===== src/rtl/lkv_pkg.sv =====
// Shared types and constants for the LRU key-value cache.
// Used by the controller, the datapath and the top level; depends on nothing.
package lkv_pkg;

	localparam int ENTRIES = 16;
	localparam int IDX_W   = (ENTRIES > 1) ? $clog2(ENTRIES) : 1;
	localparam int OCC_W   = $clog2(ENTRIES + 1);
	localparam int CAP_W   = 5;
	localparam int CMP_W   = (OCC_W > CAP_W) ? OCC_W : CAP_W;
	localparam int KEY_W   = 32;
	localparam int VAL_W   = 32;

	localparam logic [CAP_W-1:0] CAP_RESET  = CAP_W'(16);
	localparam logic [VAL_W-1:0] MISS_VALUE = '1;

	localparam logic OP_GET = 1'b0;
	localparam logic OP_PUT = 1'b1;

	typedef struct packed {
		logic                    operation;
		logic [KEY_W-1:0]        lookup_key;
		logic signed [VAL_W-1:0] write_value;
	} in_item_t;

	typedef struct packed {
		logic                    hit;
		logic signed [VAL_W-1:0] read_value;
	} out_item_t;

	typedef enum logic {
		ST_IDLE,
		ST_UPDATE
	} state_t;

	// Commands from the controller to the datapath.
	typedef struct packed {
		logic capture;
		logic commit;
	} dp_cmd_t;

endpackage


===== src/rtl/lkv_ctrl.sv =====
// Controller state machine for the LRU key-value cache.
// Sequences capture and commit of each access and owns the output valid flag; uses lkv_pkg.
module lkv_ctrl
	import lkv_pkg::*;
(
	input  logic    clk,
	input  logic    arst_n,
	input  logic    in_valid,
	output logic    in_stall,
	output logic    out_valid,
	input  logic    out_stall,
	output dp_cmd_t cmd
);

	state_t state_q;
	state_t state_next;
	logic   out_valid_q;
	logic   out_free;

	assign out_free  = !out_valid_q || !out_stall;
	assign out_valid = out_valid_q;

	always_comb begin
		state_next = state_q;
		case (state_q)
			ST_IDLE: begin
				if (in_valid) state_next = ST_UPDATE;
			end
			ST_UPDATE: begin
				if (out_free) state_next = ST_IDLE;
			end
			default: state_next = ST_IDLE;
		endcase
	end

	always_comb begin
		cmd.capture = 1'b0;
		cmd.commit  = 1'b0;
		in_stall    = 1'b1;
		case (state_q)
			ST_IDLE: begin
				in_stall    = 1'b0;
				cmd.capture = in_valid;
			end
			ST_UPDATE: begin
				cmd.commit = out_free;
			end
			default: begin
				in_stall = 1'b1;
			end
		endcase
	end

	always_ff @(posedge clk or negedge arst_n) begin
		if (!arst_n) begin
			state_q     <= ST_IDLE;
			out_valid_q <= 1'b0;
		end else begin
			state_q <= state_next;
			if (cmd.commit) out_valid_q <= 1'b1;
			else if (!out_stall) out_valid_q <= 1'b0;
		end
	end

endmodule


===== src/rtl/lkv_dp.sv =====
// Datapath of the LRU key-value cache: recency-ordered slot stack, associative
// match, occupancy and capacity registers, and the result register. Uses lkv_pkg.
module lkv_dp
	import lkv_pkg::*;
(
	input  logic             clk,
	input  logic             arst_n,
	input  dp_cmd_t          cmd,
	input  in_item_t         in_item,
	input  logic             cfg_write_en,
	input  logic [CAP_W-1:0] cfg_write_data,
	output out_item_t        out_item
);

	// Slot 0 holds the most recent entry; slot occupancy-1 the least recent.
	logic [KEY_W-1:0] keys_q [ENTRIES];
	logic [VAL_W-1:0] vals_q [ENTRIES];
	logic [OCC_W-1:0] occ_q;
	logic [CAP_W-1:0] cap_q;
	out_item_t        out_q;

	logic             op_s1;
	logic [KEY_W-1:0] key_s1;
	logic [VAL_W-1:0] wval_s1;
	logic             hit_s1;
	logic [IDX_W-1:0] found_s1;

	logic [ENTRIES-1:0] match;
	logic [IDX_W-1:0]   found;
	logic [VAL_W-1:0]   hit_value;
	logic [VAL_W-1:0]   new_value;
	logic [CMP_W-1:0]   cap_wide;
	logic [CMP_W-1:0]   cap_eff;
	logic [CMP_W-1:0]   occ_wide;
	logic [CMP_W-1:0]   occ_adj;
	logic [IDX_W-1:0]   last;
	logic               do_push;
	logic               insert;

	// Match the incoming key against every occupied slot in the accept cycle.
	always_comb begin
		found = '0;
		for (int j = 0; j < ENTRIES; j++) begin
			match[j] = (OCC_W'(j) < occ_q) && (keys_q[j] == in_item.lookup_key);
		end
		for (int j = ENTRIES - 1; j >= 0; j--) begin
			if (match[j]) found = IDX_W'(j);
		end
	end

	always_ff @(posedge clk) begin
		if (cmd.capture) begin
			op_s1    <= in_item.operation;
			key_s1   <= in_item.lookup_key;
			wval_s1  <= in_item.write_value;
			hit_s1   <= |match;
			found_s1 <= found;
		end
	end

	// A capacity of zero behaves as one; anything above the slot count saturates.
	always_comb begin
		cap_wide = CMP_W'(cap_q);
		occ_wide = CMP_W'(occ_q);
		if (cap_wide == '0) cap_eff = CMP_W'(1);
		else if (cap_wide > CMP_W'(ENTRIES)) cap_eff = CMP_W'(ENTRIES);
		else cap_eff = cap_wide;
		occ_adj = (occ_wide >= cap_eff) ? cap_eff - CMP_W'(1) : occ_wide;
	end

	assign hit_value = vals_q[found_s1];
	assign new_value = (op_s1 == OP_PUT) ? wval_s1 : hit_value;
	assign insert    = (op_s1 == OP_PUT) && !hit_s1;
	assign do_push   = hit_s1 || (op_s1 == OP_PUT);
	assign last      = hit_s1 ? found_s1 : occ_adj[IDX_W-1:0];

	always_ff @(posedge clk) begin
		if (cmd.commit && do_push) begin
			for (int j = 0; j < ENTRIES; j++) begin
				if (j == 0) begin
					keys_q[j] <= key_s1;
					vals_q[j] <= new_value;
				end else if (IDX_W'(j) <= last) begin
					keys_q[j] <= keys_q[j-1];
					vals_q[j] <= vals_q[j-1];
				end
			end
		end
	end

	always_ff @(posedge clk or negedge arst_n) begin
		if (!arst_n) begin
			occ_q <= '0;
			cap_q <= CAP_RESET;
		end else begin
			if (cmd.commit && insert) occ_q <= OCC_W'(occ_adj + CMP_W'(1));
			if (cfg_write_en) cap_q <= cfg_write_data;
		end
	end

	always_ff @(posedge clk) begin
		if (cmd.commit) begin
			out_q.hit        <= hit_s1;
			out_q.read_value <= ((op_s1 == OP_GET) && hit_s1) ? hit_value : MISS_VALUE;
		end
	end

	assign out_item = out_q;

endmodule


===== src/rtl/lru_key_value_cache_core.sv =====
// LRU key-value cache: the key match happens in the accept cycle and the stack shift in the
// update state, whose commit registers the result beat; a new access waits until then.
// The input stalls during the update cycle; if the result beat is still held back, the
// update and the input wait until the result register frees.
// Reset empties the cache (occupancy zero) and sets capacity to 16; no clearing pass.
module lru_key_value_cache_core
	import lkv_pkg::*;
(
	input  logic             clk,
	input  logic             arst_n,
	input  logic             in_valid,
	output logic             in_stall,
	input  in_item_t         in_item,
	output logic             out_valid,
	input  logic             out_stall,
	output out_item_t        out_item,
	input  logic             cfg_write_en,
	input  logic [CAP_W-1:0] cfg_write_data
);

	dp_cmd_t cmd;

	lkv_ctrl u_ctrl (
		.clk       (clk),
		.arst_n    (arst_n),
		.in_valid  (in_valid),
		.in_stall  (in_stall),
		.out_valid (out_valid),
		.out_stall (out_stall),
		.cmd       (cmd)
	);

	lkv_dp u_dp (
		.clk            (clk),
		.arst_n         (arst_n),
		.cmd            (cmd),
		.in_item        (in_item),
		.cfg_write_en   (cfg_write_en),
		.cfg_write_data (cfg_write_data),
		.out_item       (out_item)
	);

endmodule


===== config.mk =====
export PLATFORM = sky130hd
export DESIGN_NAME = lru_key_value_cache_core
export DESIGN_NICKNAME = d
export VERILOG_FILES = /design/src/rtl/lkv_pkg.sv /design/src/rtl/lkv_ctrl.sv /design/src/rtl/lkv_dp.sv /design/src/rtl/lru_key_value_cache_core.sv
export SDC_FILE = /design/constraint.sdc
export NUM_CORES = 1
export LEC_CHECK = 0
export BUFFER_PORTS_ARGS = -buffer_cell sky130_fd_sc_hd__buf_2
export CAP_MARGIN = 20
export CORE_UTILIZATION = 56
export DETAILED_ROUTE_END_ITERATION = 7
export HOLD_SLACK_MARGIN = 0.1
export PLACE_DENSITY_LB_ADDON = 0.2
export SYNTH_ARGS = -nofsm -noshare
export SYNTH_HDL_FRONTEND = slang
export SYNTH_HIERARCHICAL = 1
export SYNTH_SLANG_ARGS = --single-unit
export TNS_END_PERCENT = 100

===== constraint.sdc =====
create_clock -name clk -period 8.46 [get_ports clk]
set_clock_uncertainty 0.05 [all_clocks]
set_input_delay 1.269 -clock clk [delete_from_list [all_inputs] [get_ports clk]]
set_output_delay 1.269 -clock clk [all_outputs]
set_load 0.03 [all_outputs]

Word level (Yosys, flattened, before mapping) --
Memories as Yosys holds them, arrays and structs flattened. Cells that the tools add are included.
Cells by class: add/subtract/negate cells 2, multipliers 0, divide/modulo/power cells 0, $lt $le $gt $ge 33, equal/unequal tests 17, shifts and indexed selects 0, multiplexer cells 75, bitwise operators 2, reductions and logical operators 30
Operator list (number):
- == test 32 bit | 16
- two-way mux 1 bit | 55
- < comparator 4 x 5 -> 1 bit, first input constant | 8
- two-way mux 4 bit | 9
- <= comparator 4 bit, first input constant | 8
- two-way mux 32 bit | 1
- logical AND 1 bit | 20
- < comparator 3 x 5 -> 1 bit, first input constant | 4
- <= comparator 3 x 4 -> 1 bit, first input constant | 4
- OR reduction 16 bit | 1
- two-way mux 5 bit | 3
- two-way mux 3 bit | 4
- < comparator 1 x 5 -> 1 bit, first input constant | 2
- < comparator 2 x 5 -> 1 bit, first input constant | 2
- <= comparator 2 x 4 -> 1 bit, first input constant | 2
- OR reduction 8 bit | 1
- adder 5 x 1 -> 5 bit, second input constant | 1
- greater-or-equal comparator 5 bit | 1
- greater-than comparator 5 bit, second input constant | 1
- zero test 5 bit | 1
- subtractor 5 x 1 -> 5 bit, second input constant | 1
- <= comparator 1 x 4 -> 1 bit, first input constant | 1
- two-way mux 2 bit | 2
- OR reduction 4 bit | 1
- other kinds (6) | 10
Word-level totals: flip-flop bits (word level) 115, bits in latches 0, bits in writable memories 1024, bits in read-only memories 0, bits of input ports 75, output and inout bits 35, word-level logic and storage cells 175, memories kept 2
Memories:
- u_dp.keys_q | depth 16, width 32, read ports 16, clocked after memory_dff 0, write ports 16, line lkv_dp.sv:16 | logic [KEY_W-1:0] keys_q [ENTRIES];
- u_dp.vals_q | depth 16, width 32, read ports 16, clocked after memory_dff 0, write ports 16, line lkv_dp.sv:17 | logic [VAL_W-1:0] vals_q [ENTRIES];

Longest topological paths before layout --
An unclocked memory read counts as a cell.
depth in word-level cells 18, mapped depth 16, mapped depth without buffers 15

By module --
The synthesis kept the hierarchy.
By module, submodules not included:
- lkv_dp | instances 1, cells an instance 2318, area each 45338.5 um2, seq. area each 34093.9 um2
- lkv_ctrl | instances 1, cells an instance 6, area each 83.8 um2, seq. area each 50.0 um2

Worst setup path after synthesis --
OpenSTA, ideal clock, no wires.
path kind in2reg, start input out_stall, end memory u_dp.keys_q[7][0], in the netlist u_dp/keys_q[0][224], enable pin, library setup time 0.575 ns, arrival time 9.504 ns, data required time 7.835 ns, setup slack -1.668 ns, cell stages on the path 4, path buffers 0, path through a21boi_0 o21ai_1 or3_1 o21ai_0
RTL lines:
- from (decl) | line lru_key_value_cache_core.sv:15 | input logic out_stall,
- to (decl) | line lkv_dp.sv:16

==> results by group <==
Status
  • Outcome: finished clean

STA
  • Final setup fails: 0
  • Setup tns final: 0 ns
  • Slew Limit Headroom: 25.8%
  • Worst Max-Slew Pin Slew: 1.11 ns
  • Final min period: 5.22 ns
  • Slew Limit Fails: 0
  • WHS: 0.342 ns
  • Period utilization: 61.7%
  • FMAX: 191 MHz
  • RSZ-0062 raised after global routing: no
  • Final Hold Vio Count: 0

Critical path
  • Crit Path Class: reg2reg
  • Worst setup EP type: flip-flop
  • Ordered cell list for the critical path: nor3_1, nor2_1, nor2_1, ha_1, nand2b_1, a21o_1, a21oi_1, o21ai_1, nor2_1, a311oi_1, a21oi_1, buf_4, or2_0, buf_4, a31oi_4, buf_4
  • Slowest stage delay, CP: 0.76 ns
  • Setup crit start kind: flip-flop
  • Worst-path fanout max: 44
  • WP data required: 8.70 ns
  • Critical Path AT: 5.47 ns
  • CP max-delay cell: a31oi_4

Logic synthesis
  • Largest family of logic cells by synthesized area: XOR/XNOR gates
  • Top cells by count, synth: edfxtp_1, xor2_1, xnor2_1
  • Post-synthesis xor/xnor area fraction: 9.91%
  • Largest cells by area after synthesis: edfxtp_1, mux4_2, xor2_1, xnor2_1, nor4_1
  • Synth warnings: 6
  • Synthesized cell area: 45,400 sq um
  • Avg Inst Size Synth: 19.5 sq um
  • Ys async rst share: 1.05%
  • Sequential-to-total area share from yosys stat: 75.2%
  • EDFF count, synth: 1,127
  • Post-Syn Nets: 2,406
  • Most frequent cell after synthesis: edfxtp_1
  • Synth Area in Simple Gates: 3.58%
  • Compound-Gate Fraction of Synth Area: 0.906%
  • Proportion of synthesized area in mux cells: 8.87%
  • Ys flop type: edfxtp_1
  • Post-synth cell types: 58
  • Seq cells post-synth: 1,139
  • Post-synth top area cell: edfxtp_1
  • Top cell type's share of synthesized area: 74.5%
  • Adder-Cell Fraction of Synth Area: 0.193%
  • Post-synthesis cell count: 2,324

Clock tree
  • Clock Latency Late Sink: 0.68 ns
  • CTS tree: yes
  • H-tree Lvls: 3
  • Root buffer cell: clkbuf_16
  • Setup repair bufs after CTS: 0
  • Post-CTS sizing: 0
  • Clock Tree Buf Depth: 3
  • Total CTS buffers: 112
  • Post-cts hold buffer count: 0
  • Clock transition at path regs: 0.06 ns
  • Clock tree sinks: 1,139

Run
  • Max Cap Viol: 0

Floorplanning
  • Starting density of the core: 56.5%
  • Die W: 287 um
  • Die height: 287 um
  • Die area: 82,300 sq um
  • Top Ports: 110
  • Core ar.: 80,400 sq um
  • Row count: 104

Global routing
  • Vias in the first global route: 22,900
  • Initial antenna violation count: 1
  • Total GRT Usage: 27.1%
  • Pin count of the biggest net entering global routing: 101
  • Global-route wire length before repair: 159,000 um
  • Global route overflow: 0

Power and ir drop
  • Leak: 16.3 nW
  • Power Dens Cells: 280 nW/um^2
  • VDD IR max: 0.000167 V

Routing
  • Post-DRT Antenna Nets: 0
  • Via count: 22,500
  • Vias per cell: 6.21
  • Final wirelength: 110,000 um
  • Detail-routed net length per standard cell: 30.3 um
  • # DRC: 0
  • Initial drt markers: 2,603
  • First-pass DRT Iterations: 5

Placed design
  • Gpl congestion: 0.919
  • DP HPWL: 67,800 um
  • Port Buf Inserts: 109

Cells and area
  • Area growth from synthesis to layout: 11.9%
  • FILL cells: 5,514
  • Layout cells sized above 1: 21.2%
  • Nets: 2,554
  • Antenna diodes: 0

Worst hold path
  • Min-Delay Path Class: reg2reg
-- cell type report --
type / count / area [sq um] / share of cell area (%)
clock buffer: 136 / 2960 / 5.82
clock inverter: 70 / 611 / 1.20
inverter: 11 / 45.0 / 0.0886
multi-input combinational: 1057 / 10800 / 21.3
sequential: 1139 / 34100 / 67.2
tap: 1060 / 1330 / 2.61
timing repair buffer: 151 / 911 / 1.79
-- flip-flops by register name (all words and copies together) (netlist names), 4 cells and up --
register	cells
u_dp/cap_q	5
u_dp/found_s1	4
u_dp/key_s1	32
u_dp/keys_q	512
u_dp/occ_q	5
u_dp/out_item	33
u_dp/vals_q	512
u_dp/wval_s1	32
-- critical path: cells and delay by family, from the launching register on --
family,cells,cell delay [ns]
AOI/OAI and AO/OA,6,2.14
buffers and inverters,3,1.17
and+or+nand+nor,6,0.90
DFF,1,0.41
adders and majority gates,1,0.16
-- cell usage in the layout (no fill, tap or decap), types with 3 or more instances in the layout --
cell type      n
a21o_1         3
a21oi_1       20
buf_12         4
buf_2        109
buf_4         38
bufinv_16      8
clkbuf_1      21
clkbuf_16    115
clkinv_1      22
clkinv_2      28
clkinv_4       4
clkinvlp_4     7
dfrtp_1       11
edfxtp_1    1127
ha_1           7
inv_1          8
mux2_2        36
mux4_2       160
nand2_1       19
nand2b_1      35
nand3_1       13
nand4_1       64
nor2_1        18
nor2b_1        3
nor3_1        15
nor3_4         3
nor4_1        84
o21ai_0        8
or4_1          3
xnor2_1      185
xor2_1       329
-- power breakdown --
group          total, W  switching [W]  internal, W
clock           0.00482        0.00209      0.00273
sequential      0.00765       0.000464      0.00718
combinational   0.00175        0.00115     0.000601
total            0.0142        0.00370       0.0105
-- through the flow --
stage               std cells  setup WS (ns)  util [%]  cell area (sq um)  total power [W]
finish                   3624           3.24      63.2              50800           0.0142
global route             3624           2.86      63.2              50800           0.0147
CTS                      3619           3.14      63.1              50700           0.0143
detailed placement       3413           3.17      58.7              47200          0.00946
global placement         3413           3.28      58.7              47200          0.00942
floorplan                2324         0.0303         -              45500          0.00872
-- per-layer routing --
layer	part of all wire [%]	up-vias	global-route usage [%]
met5	0.0082	-	0
met4	2.9	2	8.34
met1	41	11700	38.5
li1	-	9386	-
met2	48	1183	42.8
met3	8.4	191	5.46
-- path summary, 6_finish.rpt --
check | start | endpoint | slack [ns] | depth (start not counted)
worst max-delay path | u_dp/cap_q[1] | u_dp/vals_q[9][8] | 3.24 | 16
worst min-delay path | u_dp/key_s1[14] | u_dp/keys_q[0][14] | 0.34 | 0
worst max register to register | u_dp/cap_q[1] | u_dp/vals_q[9][8] | 3.24 | 16
worst min register to register | u_dp/key_s1[14] | u_dp/keys_q[0][14] | 0.34 | 0
max in group asynchronous | arst_n | u_dp/cap_q[4] | 7.65 | 1
min in group asynchronous | arst_n | u_dp/cap_q[3] | 0.43 | 1
-- logic make-up (layout without fill, tap and decap cells) --
family                     after synthesis  in the layout
AOI/OAI and AO/OA                       63             63
xor gates and xnor gates               514            514
adders and majority gates                7              7
buffers and inverters                  128            368
DFF                                   1139           1139
muxes                                  198            198
and+or+nand+nor                        275            275
Note: power is estimated with default switching activity, not from simulation.
